[src/rtl/core/fecc_pkg.sv]
// Package for the flat-end cubic coefficient solver.
// Holds the widths, the result codes and the per-cell record shared by all modules.
`default_nettype none

package fecc_pkg;

    // Fixed-point and coordinate format.
    localparam int FRAC_BITS  = 40;
    localparam int COORD_BITS = 16;
    localparam int COEF_W     = 64;
    localparam int LANES      = 4;
    localparam int CELLS      = COEF_W;

    // Derived widths of the numerator path.
    localparam int DIFF_W   = COORD_BITS + 1;
    localparam int TRI_W    = COORD_BITS + 3;
    localparam int ABS_W    = COORD_BITS;
    localparam int SQ_W     = 2 * COORD_BITS;
    localparam int DSQ_W    = 2 * DIFF_W;
    localparam int DEN_W    = 3 * ABS_W;
    localparam int PROD_W   = DIFF_W + SQ_W;
    localparam int YD_W     = COORD_BITS + DEN_W + 1;
    localparam int NUM_W    = 4 * COORD_BITS + 4;
    localparam int LOW_KEEP = COEF_W - FRAC_BITS;
    localparam int HI_W     = NUM_W - LOW_KEEP;
    localparam int REM_W    = DEN_W;
    localparam int QR_W     = COEF_W + 1;

    // Small constant multipliers of the closed-form numerators.
    localparam logic signed [3:0] K_LIN  = -4'sd6;
    localparam logic signed [2:0] K_QUAD = 3'sd3;
    localparam logic signed [2:0] K_CUBE = -3'sd2;

    // Saturation limits.
    localparam logic [COEF_W-1:0] POS_MAX = {1'b0, {(COEF_W - 1){1'b1}}};
    localparam logic [COEF_W-1:0] NEG_MIN = {1'b1, {(COEF_W - 1){1'b0}}};

    // Lane order of the coefficients.
    localparam int LANE_CONST = 0;
    localparam int LANE_LIN   = 1;
    localparam int LANE_QUAD  = 2;
    localparam int LANE_CUBE  = 3;

    typedef enum logic [1:0] {
        STATUS_OK       = 2'd0,
        STATUS_SINGULAR = 2'd1,
        STATUS_SAT      = 2'd2
    } fecc_status_t;

    // One division lane: partial remainder and the shifting dividend/quotient word.
    typedef struct packed {
        logic [REM_W-1:0]  rem;
        logic [COEF_W-1:0] word;
    } fecc_lane_t;

    // Everything a divider cell hands to its neighbor.
    typedef struct packed {
        logic                  valid;
        logic                  singular;
        logic [DEN_W-1:0]      den;
        logic [LANES-1:0]      neg;
        logic [LANES-1:0]      ovf;
        fecc_lane_t [LANES-1:0] lane;
    } fecc_cell_t;

endpackage

`default_nettype wire

[src/rtl/core/fecc_cell.sv]
// One divider cell: one restoring quotient bit for each of the four lanes.
// Depends on fecc_pkg; cells are chained in the top level.
`default_nettype none

module fecc_cell
    import fecc_pkg::*;
(
    input  wire logic clk,
    input  wire logic rst_n,
    input  wire logic en,
    input  fecc_cell_t cin,
    output fecc_cell_t cout
);

    fecc_cell_t cell_reg, cell_next;
    logic       valid_reg;

    // Shift in the next dividend bit, subtract den when it fits.
    always_comb
    begin
        cell_next = cin;
        for (int i = 0; i < LANES; i++)
        begin
            logic [REM_W:0] r;
            logic [REM_W:0] dw;
            logic           ge;
            r  = {cin.lane[i].rem, cin.lane[i].word[COEF_W-1]};
            dw = {1'b0, cin.den};
            ge = (r >= dw);
            if (ge)
            begin
                r = r - dw;
            end
            cell_next.lane[i].rem  = r[REM_W-1:0];
            cell_next.lane[i].word = {cin.lane[i].word[COEF_W-2:0], ge};
        end
    end

    always_ff @(posedge clk)
    begin
        if (en)
        begin
            cell_reg <= cell_next;
        end
    end

    always_ff @(posedge clk or negedge rst_n)
    begin
        if (!rst_n)
        begin
            valid_reg <= 1'b0;
        end
        else if (en)
        begin
            valid_reg <= cell_next.valid;
        end
    end

    // The reset valid bit overrides the data copy.
    always_comb
    begin
        cout       = cell_reg;
        cout.valid = valid_reg;
    end

endmodule

`default_nettype wire

[config.mk]
export PLATFORM = sky130hd
export DESIGN_NAME = fecc_cell
export DESIGN_NICKNAME = d
export VERILOG_FILES = /design/src/rtl/core/fecc_pkg.sv /design/src/rtl/core/fecc_cell.sv
export SDC_FILE = /design/constraint.sdc
export NUM_CORES = 1
export LEC_CHECK = 0
export ABC_AREA = 1
export BUFFER_PORTS_ARGS = -buffer_cell sky130_fd_sc_hd__buf_2
export CAP_MARGIN = 20
export CORE_AREA = 4 4 389 391
export DETAILED_ROUTE_END_ITERATION = 12
export DIE_AREA = 0 0 393 395
export PLACE_DENSITY = 0.47
export SLEW_MARGIN = 20
export SYNTH_ARGS = -nofsm -noshare
export SYNTH_HDL_FRONTEND = slang
export SYNTH_SLANG_ARGS = --single-unit
[constraint.sdc]
create_clock -name clk -period 0.9 [get_ports clk]
set_clock_uncertainty 0.1 [all_clocks]
set_input_delay 0.225 -clock clk [delete_from_list [all_inputs] [get_ports clk]]
set_output_delay 0.225 -clock clk [all_outputs]
set_load 0.01 [all_outputs]
==> results of run 1 <==
-- logic make-up after synthesis --
| kind of cell | Yosys count | synth area share [%] |
|---|---|---|
| xor gates and xnor gates | 99 | 2.441 |
| muxes | 1 | 0.03170 |
| AOI/OAI and AO/OA | 147 | 2.265 |
| buffers and inverters | 1039 | 11.64 |
| DFF | 506 | 42.76 |
| and+or+nand+nor | 2903 | 33.87 |
| adders and majority gates | 196 | 6.988 |
-- worst max-delay path, stage by stage --
cell     delay [ps]
buf_2           120
inv_2            70
buf_4           170
ha_2            410
buf_4           130
nand2_1          40
nor2_1          180
nand2_1          70
nand3_1         180
nand2_1         130
nand2_1         180
nand2_1         100
nand4_1         100
nand2_1         100
nand2_1          90
nand2_1          60
-- repair_timing --
action,4_1_cts,5_1_grt
gates resized for setup,236,205
pin swaps,11,19
cloned,7,1
setup endpoints to repair,702,703
endpoints found under the hold margin,551,40
setup buffers,13,4
-- worst paths after layout --
check | endpoint | slack, ps | cells past startpoint
max in group asynchronous | valid_reg$_DFFE_PN0P_ | 300 | 3
min in group asynchronous | valid_reg$_DFFE_PN0P_ | 300 | 3
setup / recovery | cout[110]$_DFFE_PP_ | -1120 | 16
setup reg to reg | valid_reg$_DFFE_PN0P_ | 50 | 1
hold / removal | cout[96]$_DFFE_PP_ | -60 | 2
hold reg to reg | valid_reg$_DFFE_PN0P_ | 430 | 1
-- layout make-up --
class	instances	area, sq um	share of cell area, %
Clock inverter	38	412.9	0.6869
Sequential cell	506	15190	25.27
Antenna cell	20	50.05	0.08326
Tap cell	1930	2415	4.017
Timing Repair Buffer	2456	18650	31.03
Clock buffer	81	1750	2.912
Inverter	962	3618	6.020
Multi-Input combinational cell	3346	18020	29.98
-- metrics by stage --
stage	hold slack [ps]	power, mW
after CTS	-118.1	88.63
after global routing	-102.7	92.86
after detailed placement	-99.09	58.03
after global placement	-100.1	58.11
final	-56.02	88.64
after floorplan	-170.6	41.74
-- power groups by stage --
stage	registers [mW]	logic [mW]	clock network (mW)
global route	30.4	33.5	28.9
global placement	30.7	27.4	0
floorplan	31.6	10.1	0
CTS	30.2	30.4	28.0
detailed placement	30.6	27.4	0
finish	30.2	31.1	27.3
-- cells in the final DEF, fill, tap and decap left out, types with 6 or more instances in the layout --
master            n
ha_2             12
nor2_4           23
buf_4           822
nor2_1          258
o21bai_1         13
nand3_1         200
buf_6            13
clkbuf_16        69
nor3_1            9
buf_2          1006
nand2_2          88
xor2_1           95
a21oi_2          25
edfxtp_1        505
clkinv_2          6
nand4_1         184
diode_2          20
clkinv_1         15
nand2_1        1940
nand3b_1         12
nand3_2          35
a21oi_1          88
ha_4             61
nand3_4          10
buf_16            7
clkbuf_1         13
inv_1           914
inv_2            43
buf_12           98
ha_1            119
dlygate4sd3_1   504
and2_1            8
nor2_2          104
-- metal layers --
| metal | vias up | wire length [um] | track usage, % |
|---|---|---|---|
| met1 | 19320 | 89790 | 33.49 |
| met5 | - | 188 | 0 |
| met3 | 282 | 15550 | 5.574 |
| met4 | 28 | 9966 | 10.04 |
| met2 | 1460 | 103900 | 46.71 |
| li1 | 20300 | - | - |
==> metrics.txt, run 1 <==
fillers=between 15k and 20k; Routed WL per cell=between 20 and 25 um; Syn. warnings=0; Worst Setup Path Type=input port to flip-flop; count leader, synth=nand2_1; DIE AREA=between 0.15 and 0.2 sq mm; Worst Hold Class=input port to flip-flop; vias per inst=4.432; syn_nets=~5.6k; Fin Hold WS=-56.02 ps; WP data arrival=2360 ps; max reg flops=between 500 and 600; period utilization=224.4%; Worst Setup End Kind=flip-flop; P&R area growth vs syn=69.21%; Worst Slack Setup Final=-1119 ps; Post-Place Cells=approximately 8.7k; Core Rows=about 140; leakage=31.06 nW; Switching Power=30.68 mW; largest cells by area after synthesis=edfxtp_1, nand2_1, inv_1; Peak VDD IR=about 1500 uV; placed standard-cell area=around 0.05 sq mm; register area share after synthesis=42.76%; gr ovfl total=0; initial drt markers=2811; TritonRoute pass-1 iters=5; power per cell area=around 1500 mW/mm^2; Comb pwr share=a little over a third; Routed Antenna Nets=0; Post-synth EDFFs=~500; fraction of layout cells with a size suffix above 1=roughly 34%; I/O Buffers=around 1k; DR vias=slightly above 40k; Post-Route WL=around 220 mm; most frequent cells after synthesis=nand2_1, inv_1, edfxtp_1, nor2_1, nand3_1; clk sinks=about 510; CP Launch Type=input port; io pins=~1k; Primary FF master, synth=edfxtp_1; Worst Tran Pin Value=386.8 ps; setup tns final=-523000 ps; f_max=just under 500 MHz; Die X=a little under 400 um; CTS Buf Count=~70; residual DRC count=0; RSZ-0062 raised after global routing=true; nets@finish=between 8k and 9k; TritonCTS clock tree=built; min Tclk post-route=between 2000 and 2500 ps; post-synthesis cell count=4891; GPL Wtd Cong=between 0.9 and 1; Initial Util=between 20% and 30%; Critical Path Fanout Max=5; Sw Ratio=34.62%; Clock Tree Buf Depth=3; hold path startpoint=en; sequential share of power=roughly 34%; pre-CTS setup slack=-2260 ps; worst skew pair latency=670 ps; vias in the first global route=roughly 41k; Pins Over Slew Limit=0; hold_buf cts=504; Rel. slew slack=74.13%; count of final hold-check violations=16; top cell type's share of synthesized area=a little over two fifths; overall routing resource usage=between 20 and 30%; Internal=between 50 and 60 mW; Seq cells post-synth=506; Yosys cell types=42; Req. time, crit path=~1200 ps; syn_area_per_cell=7.263 sq um; H-Tree Depth=3; final non-filler cell area=0.06011 sq mm; post-synthesis async set-or-reset flop share=0.1976%; Worst-path clk slew=~60 ps; first-pass GRT wire length=~300 mm; outcome=complete, but fails checks; Clock power frac=30.8%; Final Setup Violations=704; Core Box Area=about 0.15 sq mm; Finished Layout Cells=9339; leading area contributor after synthesis=edfxtp_1; HPWL Detailed=179.6 mm; failing checks=negative hold slack, negative setup slack; worst setup path startpoint=cin[459]; Die Y=395 um; antenna violations before repair=45; RR Startpoint=valid_reg$_DFFE_PN0P_; pin count of the biggest net entering global routing=49; Syn Std Cell Area=around 0.036 sq mm; max_cap viols=0; final design utilization=40.75%; Root Buffer Master=clkbuf_16
(Power assumes the default switching activity.)
==> inputs of run 2 (changes only) <==
--- a/config.mk
+++ b/config.mk
@@ -7,11 +7,10 @@
 export LEC_CHECK = 0
 export ABC_AREA = 1
 export BUFFER_PORTS_ARGS = -buffer_cell sky130_fd_sc_hd__buf_2
-export CAP_MARGIN = 20
-export CORE_AREA = 4 4 389 391
+export CORE_AREA = 2 2 399 401
 export DETAILED_ROUTE_END_ITERATION = 12
-export DIE_AREA = 0 0 393 395
-export PLACE_DENSITY = 0.47
+export DIE_AREA = 0 0 401 403
+export PLACE_DENSITY = 0.45
 export SLEW_MARGIN = 20
 export SYNTH_ARGS = -nofsm -noshare
 export SYNTH_HDL_FRONTEND = slang
==> run 2 against run 1 <==
The flow finishes with violations (negative setup slack). Largest cell class is now multi-input gates. Clock power barely moved. Critical path depth is the same. Critical endpoint is now cout[310]$_DFFE_PP_. Sequential share of layout area is 1.7 points lower. Register-to-register slack about the same. Via count rose by 2.6%.
==> metrics.txt, run 2 (same netlist as run 1, synthesis figures left out) <==
DR vias=42.46k (+2.6%); period utilization=219.8% (-4.6 points); hold path startpoint=en; worst r2r dst=valid_reg$_DFFE_PN0P_; Worst R2R Setup Slack=50 ps (about the same); f_max=505.6 MHz (+2.1%); residual DRC count=0 (unchanged); count of final hold-check violations=0 (-16); antenna violations before repair=47 (+4.4%); first-pass GRT wire length=313.4 mm (+4.7%); Die Y=403 um (+2.0%); initial drt markers=2801 (-0.36%); I/O Buffers=1014 (unchanged); Clock Tree Buf Depth=3 (unchanged); Root Buffer Master=clkbuf_16; multi-input logic area=0.02056 sq mm (+14%); Rel. slew slack=67.24% (-6.9 points); DIE AREA=0.1616 sq mm (+4.1%); Worst-path clk slew=80 ps (+20 ps); Sw Ratio=35.45% (+0.84 points); CP Launch Type=input port; Worst Hold End=cout[406]$_DFFE_PP_; P&R area growth vs syn=81.53%; Comb pwr share=37.7% (+2.7 points); Routed WL per cell=24.09 um (+2.5%); pin count of the biggest net entering global routing=49 (unchanged); Initial Util=22.56% (-1.5 points); placed standard-cell area=0.05073 sq mm (+0.53%); Core Rows=146 (+3.5%); RSZ-0062 raised after global routing=true; H-Tree Depth=3 (unchanged); Final Setup Violations=1067 (+52%); fillers=16.34k (+5.7%); overall routing resource usage=27.45% (+0.24 points); HPWL Detailed=183.8 mm (+2.3%); worst reg2reg path depth=1 (unchanged); Peak VDD IR=1280 uV (-13%); commonest non-fill, non-tap cell in the layout=nand2_1; Worst Tran Pin Value=489.7 ps (+102.9 ps); slowest cell on the critical path=ha_4; Clock power frac=29.4% (-1.4 points); setup tns final=-725040 ps (-202040 ps); Core Box Area=0.1575 sq mm (+6.8%); Req. time, crit path=1320 ps (+80 ps); Die X=401 um (+2.0%); CTS Buf Count=66 (-2.9%); vias in the first global route=41.74k (+2.0%); Worst Hold Class=input port to flip-flop; gr ovfl total=0 (unchanged); Switching Power=32.64 mW (+6.4%); failing checks=negative setup slack; vias per inst=4.416 (-0.35%); Pins Over Slew Limit=0 (unchanged); max reg flops=505 (unchanged); Post-Route WL=231.6 mm (+5.5%); Routed Antenna Nets=0 (unchanged); leakage=32.24 nW (+3.8%); max incr delay on CP=280 ps (-130 ps); Top cell by count, worst path=buf_12; CP cell instances=buf_8 -> clkinvlp_4 -> buf_8 -> buf_6 -> ha_4 -> nand2_4 -> nor2_4 -> nand4_1 -> nor3_4 -> nand4_4 -> buf_12 -> nand3_4 -> buf_12 -> buf_12 -> nand2_2 -> nand2_1; final non-filler cell area=0.06448 sq mm (+7.3%); pre-CTS setup slack=-2124 ps (+136.0 ps); clk sinks=506 (unchanged); io pins=1015 (unchanged); TritonRoute pass-1 iters=5 (unchanged); Internal=59.43 mW (+2.5%); fraction of layout cells with a size suffix above 1=40.96% (+7.4 points); worst skew pair latency=660 ps (about the same); min Tclk post-route=1978 ps (-41.41 ps); WP data arrival=2400 ps (+40 ps); most frequent cells in the layout=nand2_1, buf_2, buf_4, inv_1, edfxtp_1; outcome=complete, but fails checks; GPL Wtd Cong=0.9538 (-0.40%); sequential share of power=32.9% (-1.2 points); Critical Path Fanout Max=7 (+2); Reg area=0.01519 sq mm (unchanged); nets@finish=8167 (+1.5%); Min-Delay Path Depth=3 (+1); Worst Slack Setup Final=-1078 ps (+41.41 ps); power per cell area=1428 mW/mm^2 (-3.2%); Worst Setup Path Type=input port to flip-flop; max_cap viols=0 (unchanged); TritonCTS clock tree=built; RR Startpoint=valid_reg$_DFFE_PN0P_; Worst Setup End Kind=flip-flop
## run 2: cell count changes in the layout (fill, tap and decap cells not counted), sizes merged, moves of 5 or more
| cell | before | now |
|---|---|---|
| diode | 20 | 32 |
| clkinvlp | 4 | 10 |
| buf | 1951 | 2067 |
| inv | 964 | 959 |
| clkbuf | 82 | 91 |
## run 2: repair_timing
item	4_1_cts	5_1_grt
setup endpoints to repair	702	1067
cloned	19	13
gates resized for setup	693	413
hold endpoints to repair	534	0
setup buffers	82	27
pin swaps	137	102
hold buffers	502	0
## run 2: metrics by stage
| step | power (mW) | util, % | hold slack [ps] | cells |
|---|---|---|---|---|
| 6_report | 92.08 | 40.95 | 49.07 | 9614 |
| 5_1_grt | 96.12 | 40.93 | 39.54 | 9602 |
| 4_1_cts | 91.08 | 39.59 | 5.208 | 9548 |
| 3_5_place_dp | 58.40 | 32.22 | -60.72 | 8836 |
| 3_3_place_gp | 58.55 | 32.22 | -61.79 | 8836 |
| 2_1_floorplan | 41.74 | - | -170.6 | 4891 |
## run 2: cell type report
cell class,instances,share of cell area (%)
inverters,962,5.681
multi-input cells,3346,31.89
repair buffers,2580,31.43
flip-flops and latches,506,23.56
clock buffers,80,2.676
well taps,2072,4.020
diodes,32,0.1242
clock inverters,36,0.6229
## run 2: layer usage
layer | global-route usage [%] | share of wire, % | vias up
li1 | - | - | 20540
met1 | 33.96 | 42 | 20190
met2 | 47.06 | 48 | 1392
met3 | 3.989 | 5.1 | 316
met4 | 12.55 | 5.5 | 22
met5 | 0 | 0.067 | -
## run 2: critical path: cells and delay by family
kind                     cells  cell delay (ps)
AND/OR/NAND/NOR              8              940
buffers and inverters        7              930
adder cells (fa/ha/maj)      1              280
## run 2: worst max-delay path by stage
stage,slack [ps],cells past startpoint,end,start
CTS,-1010,16,cout[291]$_DFFE_PP_,cin[499]
detailed placement,-2120,17,cout[211]$_DFFE_PP_,cin[457]
global placement,-2140,17,cout[211]$_DFFE_PP_,cin[457]
global route,-1100,16,cout[426]$_DFFE_PP_,cin[499]
finish,-1080,16,cout[310]$_DFFE_PP_,cin[499]
floorplan,-1190,16,cout[415]$_DFFE_PP_,cin[488]
## run 2: power groups by stage
stage               registers, mW  logic, mW  clock network, mW
finish                       30.3       34.7               27.1
global route                 30.5       37.2               28.5
floorplan                    31.6       10.1                  0
CTS                          30.3       33.0               27.8
global placement             30.8       27.8                  0
detailed placement           30.7       27.7                  0
