File: config.mk
export PLATFORM = sky130hd
export DESIGN_NAME = fecc_back
export DESIGN_NICKNAME = d
export VERILOG_FILES = /design/src/rtl/core/fecc_pkg.sv /design/src/rtl/core/fecc_back.sv
export SDC_FILE = /design/constraint.sdc
export NUM_CORES = 1
export LEC_CHECK = 0
export BUFFER_PORTS_ARGS = -buffer_cell sky130_fd_sc_hd__clkbuf_2
export CAP_MARGIN = 20
export CORE_MARGIN = 2
export CORE_UTILIZATION = 40
export CTS_CLUSTER_DIAMETER = 150
export DETAILED_ROUTE_END_ITERATION = 6
export PLACE_DENSITY = 0.65
export REMOVE_ABC_BUFFERS = 1
export SLEW_MARGIN = 20
export SYNTH_ARGS = -nofsm -noshare
export SYNTH_HDL_FRONTEND = slang
export SYNTH_SLANG_ARGS = --single-unit
File: constraint.sdc
create_clock -name clk -period 5.92 [get_ports clk]
set_clock_uncertainty 0.05 [all_clocks]
set_input_delay 0.888 -clock clk [delete_from_list [all_inputs] [get_ports clk]]
set_output_delay 0.888 -clock clk [all_outputs]
set_load 0.02 [all_outputs]
File: src/rtl/core/fecc_pkg.sv
// Package for the flat-end cubic coefficient solver.
// Holds the widths, the result codes and the per-cell record shared by all modules.
`default_nettype none

package fecc_pkg;

    // Fixed-point and coordinate format.
    localparam int FRAC_BITS  = 40;
    localparam int COORD_BITS = 16;
    localparam int COEF_W     = 64;
    localparam int LANES      = 4;
    localparam int CELLS      = COEF_W;

    // Derived widths of the numerator path.
    localparam int DIFF_W   = COORD_BITS + 1;
    localparam int TRI_W    = COORD_BITS + 3;
    localparam int ABS_W    = COORD_BITS;
    localparam int SQ_W     = 2 * COORD_BITS;
    localparam int DSQ_W    = 2 * DIFF_W;
    localparam int DEN_W    = 3 * ABS_W;
    localparam int PROD_W   = DIFF_W + SQ_W;
    localparam int YD_W     = COORD_BITS + DEN_W + 1;
    localparam int NUM_W    = 4 * COORD_BITS + 4;
    localparam int LOW_KEEP = COEF_W - FRAC_BITS;
    localparam int HI_W     = NUM_W - LOW_KEEP;
    localparam int REM_W    = DEN_W;
    localparam int QR_W     = COEF_W + 1;

    // Small constant multipliers of the closed-form numerators.
    localparam logic signed [3:0] K_LIN  = -4'sd6;
    localparam logic signed [2:0] K_QUAD = 3'sd3;
    localparam logic signed [2:0] K_CUBE = -3'sd2;

    // Saturation limits.
    localparam logic [COEF_W-1:0] POS_MAX = {1'b0, {(COEF_W - 1){1'b1}}};
    localparam logic [COEF_W-1:0] NEG_MIN = {1'b1, {(COEF_W - 1){1'b0}}};

    // Lane order of the coefficients.
    localparam int LANE_CONST = 0;
    localparam int LANE_LIN   = 1;
    localparam int LANE_QUAD  = 2;
    localparam int LANE_CUBE  = 3;

    typedef enum logic [1:0] {
        STATUS_OK       = 2'd0,
        STATUS_SINGULAR = 2'd1,
        STATUS_SAT      = 2'd2
    } fecc_status_t;

    // One division lane: partial remainder and the shifting dividend/quotient word.
    typedef struct packed {
        logic [REM_W-1:0]  rem;
        logic [COEF_W-1:0] word;
    } fecc_lane_t;

    // Everything a divider cell hands to its neighbor.
    typedef struct packed {
        logic                  valid;
        logic                  singular;
        logic [DEN_W-1:0]      den;
        logic [LANES-1:0]      neg;
        logic [LANES-1:0]      ovf;
        fecc_lane_t [LANES-1:0] lane;
    } fecc_cell_t;

endpackage

`default_nettype wire

File: src/rtl/core/fecc_back.sv
// Rounding, saturation and output register of the flat-end cubic coefficient solver.
// Depends on fecc_pkg; takes the record leaving the last divider cell.
`default_nettype none

module fecc_back
    import fecc_pkg::*;
(
    input  wire logic               clk,
    input  wire logic               rst_n,
    input  wire logic               en,
    input  fecc_cell_t              tail,
    output logic                    out_valid,
    output logic signed [COEF_W-1:0] coef_const,
    output logic signed [COEF_W-1:0] coef_lin,
    output logic signed [COEF_W-1:0] coef_quad,
    output logic signed [COEF_W-1:0] coef_cube,
    output logic [1:0]              status
);

    // Round stage: add one when twice the remainder reaches den.
    logic             rv_reg;
    logic             rsing_reg;
    logic [LANES-1:0] rneg_reg, rovf_reg;
    logic [QR_W-1:0]  qr_reg [LANES];

    always_ff @(posedge clk)
    begin
        if (en)
        begin
            for (int i = 0; i < LANES; i++)
            begin
                qr_reg[i] <= {1'b0, tail.lane[i].word}
                           + QR_W'({tail.lane[i].rem, 1'b0} >= {1'b0, tail.den});
            end
            rsing_reg <= tail.singular;
            rneg_reg  <= tail.neg;
            rovf_reg  <= tail.ovf;
        end
    end

    // Saturate, apply the sign and pick the status.
    logic [COEF_W-1:0] coef_next [LANES];
    logic [LANES-1:0]  sat;
    fecc_status_t      status_next;

    always_comb
    begin
        for (int i = 0; i < LANES; i++)
        begin
            if (rneg_reg[i])
            begin
                sat[i] = rovf_reg[i] || (qr_reg[i] > QR_W'(NEG_MIN));
            end
            else
            begin
                sat[i] = rovf_reg[i] || (qr_reg[i] > QR_W'(POS_MAX));
            end
            if (rsing_reg)
            begin
                coef_next[i] = '0;
            end
            else if (sat[i])
            begin
                coef_next[i] = rneg_reg[i] ? NEG_MIN : POS_MAX;
            end
            else
            begin
                coef_next[i] = rneg_reg[i] ? COEF_W'(-qr_reg[i]) : qr_reg[i][COEF_W-1:0];
            end
        end
        if (rsing_reg)
        begin
            status_next = STATUS_SINGULAR;
        end
        else if (sat != '0)
        begin
            status_next = STATUS_SAT;
        end
        else
        begin
            status_next = STATUS_OK;
        end
    end

    // Output register.
    logic              out_valid_reg;
    logic [COEF_W-1:0] coef_reg [LANES];
    fecc_status_t      status_reg;

    always_ff @(posedge clk)
    begin
        if (en)
        begin
            for (int i = 0; i < LANES; i++)
            begin
                coef_reg[i] <= coef_next[i];
            end
            status_reg <= status_next;
        end
    end

    always_ff @(posedge clk or negedge rst_n)
    begin
        if (!rst_n)
        begin
            rv_reg        <= 1'b0;
            out_valid_reg <= 1'b0;
        end
        else if (en)
        begin
            rv_reg        <= tail.valid;
            out_valid_reg <= rv_reg;
        end
    end

    assign out_valid  = out_valid_reg;
    assign coef_const = coef_reg[LANE_CONST];
    assign coef_lin   = coef_reg[LANE_LIN];
    assign coef_quad  = coef_reg[LANE_QUAD];
    assign coef_cube  = coef_reg[LANE_CUBE];
    assign status     = status_reg;

endmodule

`default_nettype wire

==> impl_metrics.py, run 1 <==
metrics = {
    "outcome": {
        "status": "finished clean",
    },
    "sta": {
        "tightest_slew_ns": 1.127,
        "fin_crit_sh": 0.7845,
        "slew_viol_final": 0,
        "whs_ns": 0.3653,
        "fin_crit_ns": 4.644,
        "finalHoldViolCount": 0,
        "rsz0062_at_grt": "no",
        "max-slew-margin-rel": 0.2484,
        "fmax_ghz": 0.2153,
        "finalSetupViolations": 0,
        "fin_setup_tns_ns": 0,
    },
    "synth": {
        "ys_top_cells_by_count": "527 x edfxtp_1, 506 x nor2_1, 214 x nand2_1, 204 x ha_1, 197 x clkbuf_1",
        "async_flop_share": 0.003781,
        "syn_area_per_cell_sq_um": 9.720,
        "synth_warnings": 0,
        "yosysMostFrequentCell": "edfxtp_1",
        "syn_area_sq_mm": 0.03694,
        "yosysSeqAreaShare": 0.4297,
        "synth_top_cell_by_area": "edfxtp_1",
        "synth_seq_cells": 529,
        "synth_cell_types": 73,
        "synth_top_area_frac": 0.4284,
        "synth-edff-count": 527,
        "synthTopCellsByArea": "edfxtp_1 43%, ha_1 6.9%, nor2_1 5.1%",
        "synthCells": 3801,
        "synth_ff_type": "edfxtp_1",
    },
    "critical_path": {
        "required_ns": 6.27,
        "cp_max_fo": 4,
        "crit_start": "tail[495]",
        "worstSetupPathType": "in -> reg",
        "endpoint_kind": "flop",
        "critical_path_arrival_ns": 4.99,
        "r2r_start": "qr_reg[0][26]",
        "worstSetupStartpointType": "input pin",
        "reg2reg_setup_slack_ns": 1.34,
    },
    "pwr": {
        "p_comb_frac": 0.181,
        "power.leakage_uw": 0.01707,
        "power.density_mw_per_mm2": 238.9,
        "total_power_uw": 10480,
        "seqPwrFrac": 0.462,
        "clockPowerShare": 0.357,
        "ir_drop_mv": 0.2071,
        "sw_frac_of_total": 0.2980,
        "p_int_uw": 7360,
        "switchingPower_uw": 3124,
    },
    "floorplan": {
        "rows": 111,
        "dieArea_sq_mm": 0.09481,
        "core-area_sq_mm": 0.09166,
        "die_y_um": 307.9,
        "io_pins": 768,
        "die_width_um": 307.9,
        "start_util": 0.4030,
    },
    "detailed_routing": {
        "drtAntennaViolNets": 0,
        "vias": 33721,
        "via_per_inst": 5.905,
        "wl_per_cell_um": 24.51,
        "wl_met3_um": 10440,
        "firstDrtPassIters": 5,
        "wl_um": 140000,
        "top_layer_used": "met5",
        "wl_met1_um": 53350,
        "drcViolationCount": 0,
        "drt_iter0_drc": 3088,
        "routed-wl-met2_um": 68480,
    },
    "clock_network": {
        "clk_pin_slew_ns": 0.06,
        "numCtsBuffers": 58,
        "htree_num_levels": 2,
        "cts_buffer_depth": 3,
        "cts_tree": "built",
        "clock_sinks": 529,
        "cts_root_buffer": "clkbuf_16",
        "worstSkewPairLatency_ns": 0.64,
        "post_cts_buffers": 0,
    },
    "cells_and_area": {
        "drive_gt1_frac": 0.2119,
        "seqCellArea_sq_mm": 0.01588,
        "largest_reg_flops": 260,
        "nets": 5174,
        "post-route-util": 0.4788,
        "fillers": 8697,
        "multi_input_area_sq_mm": 0.01989,
        "area_growth_pct": 18.79,
    },
    "global_route": {
        "grt-ovfl-total": 0,
        "grt_max_degree": 150,
        "grt_pass1_wl_um": 203000,
        "antenna_found_initial": 19,
        "grt_pass1_vias": 31681,
        "grt_usage": 0.2841,
    },
    "placement": {
        "gp_congestion": 0.9726,
        "dp_hpwl_um": 109700,
        "io_buffers": 767,
    },
    "run": {
        "cap_viol_max_count": 0,
    },
    "worst_hold_path": {
        "hold_start": "tail[449]",
        "hp-class": "in -> reg",
    },
}
## timing repair
action / in CTS / in global routing
gates resized for setup: 0 / 0
endpoints found under the hold margin: 2 / 0
endpoints found under the setup margin: 0 / 0
hold buffers: 1 / 0
## cell usage in the layout (no fill, tap or decap), drive strengths merged, types with 29 or more instances in the layout
master    n
o21ai    51
nor2    506
nand4   173
edfxtp  527
nand2b   29
nor4    120
a31oi    40
or3      49
o32a     49
nand3   139
nand2   214
xnor2   185
a21o     76
xor2     77
o21a    105
nor2b    41
or4      31
a21oi   123
o32ai   106
nor3    147
clkinv   30
clkbuf  830
a211oi   95
and3     42
buf      54
mux2i   126
inv      98
ha      204
## layout make-up
| type | instances | share of cell area |
|---|---|---|
| inverter | 99 | 0.008496 |
| multi-input combinational | 2952 | 0.4532 |
| antenna | 18 | 0.001026 |
| timing repair buffer | 821 | 0.09810 |
| sequential | 529 | 0.3617 |
| tap | 1186 | 0.03381 |
| clock inverter | 42 | 0.01006 |
| clock buffer | 64 | 0.03358 |
## cells by family (layout without fill, tap and decap cells)
kind of cell | count (synthesis) | count (layout) | synth area share
AND/OR/NAND/NOR | 1625 | 1625 | 0.2249
AO/OA/AOI/OAI | 722 | 722 | 0.1427
flip-flops | 529 | 529 | 0.4297
buffers and inverters | 320 | 1026 | 0.03336
XOR/XNOR | 262 | 262 | 0.06211
adder cells (fa/ha/maj) | 204 | 204 | 0.06909
multiplexers | 139 | 139 | 0.03810
other | 0 | 18 | 0
## worst paths after layout
path | end | depth (start not counted)
worst max-delay path | qr_reg[1][35] | 17
worst min-delay path | rovf_reg[1] | 1
worst max register to register | coef_reg[0][40] | 8
worst min register to register | out_valid | 1
max in group asynchronous | out_valid | 2
min in group asynchronous | rv_reg | 2
## routing by layer
layer | up-vias | GRT usage
li1 | 15960 | -
met3 | 284 | 0.05002
met1 | 16033 | 0.3435
met5 | - | 0
met4 | 4 | 0.1472
met2 | 1440 | 0.4837
## critical path: stages
cell,delay [ns]
clkbuf_2,0.08
inv_1,0.11
ha_1,0.33
nand4_1,0.19
nor4_1,0.64
and2_1,0.25
a22oi_1,0.09
nand4_1,0.40
ha_1,0.27
nand3_1,0.14
nor3_1,0.20
buf_4,0.17
nand4_1,0.28
nor2_1,0.34
nand4_1,0.18
or2_2,0.31
xnor2_1,0.12
## power groups by stage
stage,sequential [uW],clock [uW],combinational (uW)
after floorplan,4970,0,858
after global placement,4910,0,1870
after detailed placement,4910,0,1880
after CTS,4840,3810,1890
after global routing,4880,3940,2060
final,4850,3740,1890
## per-stage QoR
step	instances	instance area [sq um]	setup slack, ns
after global routing	5707	43880	1.033
final	5711	43890	1.276
after global placement	5585	41890	0.6341
after floorplan	3580	36080	-3.586
after detailed placement	5585	41890	0.6433
after CTS	5692	43810	1.324
No activity file was read; power rests on OpenSTA's default activity.
==> run 2: changes to the inputs <==
Clock period 5.92 ns to 4.3 ns, I/O delays scaled along.
==> run 2 against run 1 <==
  * Clock power rose by 39%
  * Via count increased by 1.9%
  * Total power grew 39%
  * Wire length decreased by 0.22%
  * Highest routed layer is now met4
  * Register-to-register slack lost 1.1 ns
  * Sequential power is 37% higher
  * Design area grew 2.8%
  * First-iteration DRC count down 0.42%
  * Largest cell class unchanged
  * Sequential share of layout area decreased by 0.97 points
  * Core utilization grew 1.3 points
==> impl_metrics.py, run 2 (synthesized netlist as in run 1, its figures left out) <==
metrics = {
    "critical_path": {
        "endpoint_kind": "flop",
        "required_ns": 4.63,
        "critical_path_arrival_ns": 4.36,
        "worstSetupStartpointType": "input pin",
        "cp_max_fo": 4,
        "worstSetupPathType": "in -> reg",
    },
    "pwr": {
        "power.density_mw_per_mm2": 323.0,
        "power.leakage_uw": 0.01784,
        "ir_drop_mv": 0.3013,
    },
    "clock_network": {
        "htree_num_levels": 2,
        "cts_buffer_depth": 3,
        "worstSkewPairLatency_ns": 0.66,
        "cts_tree": "built",
        "numCtsBuffers": 58,
        "cts_root_buffer": "clkbuf_16",
        "clk_pin_slew_ns": 0.06,
        "clock_sinks": 529,
        "cts_resized": 0,
    },
    "outcome": {
        "status": "finished clean",
    },
    "cells_and_area": {
        "final_common_cell": "clkbuf_2",
        "multi_input_area_sq_mm": 0.01989,
        "area_growth_pct": 22.07,
        "drive_gt1_frac": 0.2384,
        "seqCellArea_sq_mm": 0.01588,
        "final_cell_mix": "766 x clkbuf_2, 527 x edfxtp_1, 505 x nor2_1",
        "fillers": 8566,
        "largest_reg_flops": 260,
        "nets": 5324,
        "post-route-util": 0.4920,
    },
    "floorplan": {
        "rows": 111,
        "dieArea_sq_mm": 0.09481,
        "start_util": 0.4030,
        "core-area_sq_mm": 0.09166,
        "io_pins": 768,
        "die_width_um": 307.9,
        "die_y_um": 307.9,
    },
    "sta": {
        "finalHoldViolCount": 0,
        "fmax_ghz": 0.2485,
        "fin_crit_sh": 0.9358,
        "rsz0062_at_grt": "no",
        "fin_crit_ns": 4.024,
        "finalSetupViolations": 0,
        "tightest_slew_ns": 1.097,
        "slew_viol_final": 0,
        "fin_setup_tns_ns": 0,
        "max-slew-margin-rel": 0.2660,
    },
    "detailed_routing": {
        "wl_per_cell_um": 23.86,
        "vias": 34367,
        "firstDrtPassIters": 6,
        "drt_iter0_drc": 3075,
        "drtAntennaViolNets": 0,
        "drcViolationCount": 0,
        "via_per_inst": 5.870,
        "wl_um": 139700,
    },
    "placement": {
        "dp_hpwl_um": 110900,
        "gp_congestion": 1.007,
        "io_buffers": 767,
    },
    "global_route": {
        "antenna_found_initial": 12,
        "grt_usage": 0.2834,
        "grt_max_degree": 129,
        "grt_pass1_wl_um": 203200,
        "grt_pass1_vias": 32104,
        "grt-ovfl-total": 0,
    },
    "run": {
        "cap_viol_max_count": 0,
    },
    "worst_hold_path": {
        "hp-class": "in -> reg",
    },
}
[run 2: cell types whose count changed in the layout (fill, tap and decap cells not counted), sizes merged]
| cell | change |
|---|---|
| buf | +150 |
| clkbuf | +1 |
| diode | -9 |
| inv | +2 |
[run 2: power by group]
group          total, uW  internal [uW]  leakage, uW  switching (uW)
combinational       2700           1030       0.0116            1680
clock               5200           3040     0.000955            2160
sequential          6660           6170      0.00532             487
total              14600          10200       0.0178            4320
[run 2: per-layer routing]
| layer | share of wire | vias up | global-route usage | wire (um) |
|---|---|---|---|---|
| met1 | 0.38 | 16318 | 0.3403 | 53170 |
| met3 | 0.074 | 298 | 0.04941 | 10340 |
| met4 | 0.061 | 0 | 0.1588 | 8477 |
| met2 | 0.48 | 1498 | 0.4804 | 67700 |
| li1 | - | 16253 | - | - |
| met5 | 0 | - | 0 | 0 |
[run 2: final timing paths]
kind,endpoint,start,cells after the start,slack [ns]
setup / recovery,qr_reg[3][60],tail[493],21,0.28
hold / removal,rneg_reg[1],tail[453],1,0.12
setup reg to reg,coef_reg[2][13],qr_reg[2][52],6,0.29
hold reg to reg,rv_reg,rv_reg,1,0.47
max in group asynchronous,out_valid,rst_n,2,3.81
min in group asynchronous,rv_reg,rst_n,2,0.29
[run 2: critical path, cell delays in order]
cell	delay [ns]
clkbuf_2	0.08
inv_1	0.06
buf_4	0.15
ha_1	0.28
nand4_1	0.09
nor2_1	0.32
nand4_1	0.15
nor2_1	0.26
a211o_1	0.20
a21oi_1	0.07
o21ai_0	0.11
buf_4	0.21
ha_1	0.18
nand3_1	0.14
nor4_1	0.31
nand4_1	0.16
nor4_1	0.31
buf_4	0.19
nand2b_1	0.10
nor3_1	0.23
xor2_1	0.09
[run 2: cell type report]
class / count / share of cell area
Antenna cell: 9 / 0.0004994
Clock buffer: 65 / 0.03324
Clock inverter: 44 / 0.01032
Inverter: 99 / 0.008267
Multi-Input combinational cell: 2952 / 0.4409
Sequential cell: 529 / 0.3520
Tap cell: 1186 / 0.03290
Timing Repair Buffer: 971 / 0.1218
[run 2: metrics by stage]
stage / instance area (sq um) / hold WS, ns / setup slack [ns] / cells / power (uW)
3_5_place_dp: 43100 / 0.3856 / -0.3884 / 5735 / 9435
4_1_cts: 45070 / 0.08491 / 0.2724 / 5845 / 14620
2_1_floorplan: 36080 / 0.2994 / -5.206 / 3580 / 8022
6_report: 45100 / 0.1181 / 0.2760 / 5855 / 14570
3_3_place_gp: 43090 / 0.3826 / -0.9192 / 5735 / 9405
5_1_grt: 45100 / 0.09348 / 0.05095 / 5854 / 15110
[run 2: repair_timing]
action                     CTS  global route
hold endpoints to repair     2             0
setup endpoints to repair    0             1
hold buffers                 1             0
buffers inserted             0             1
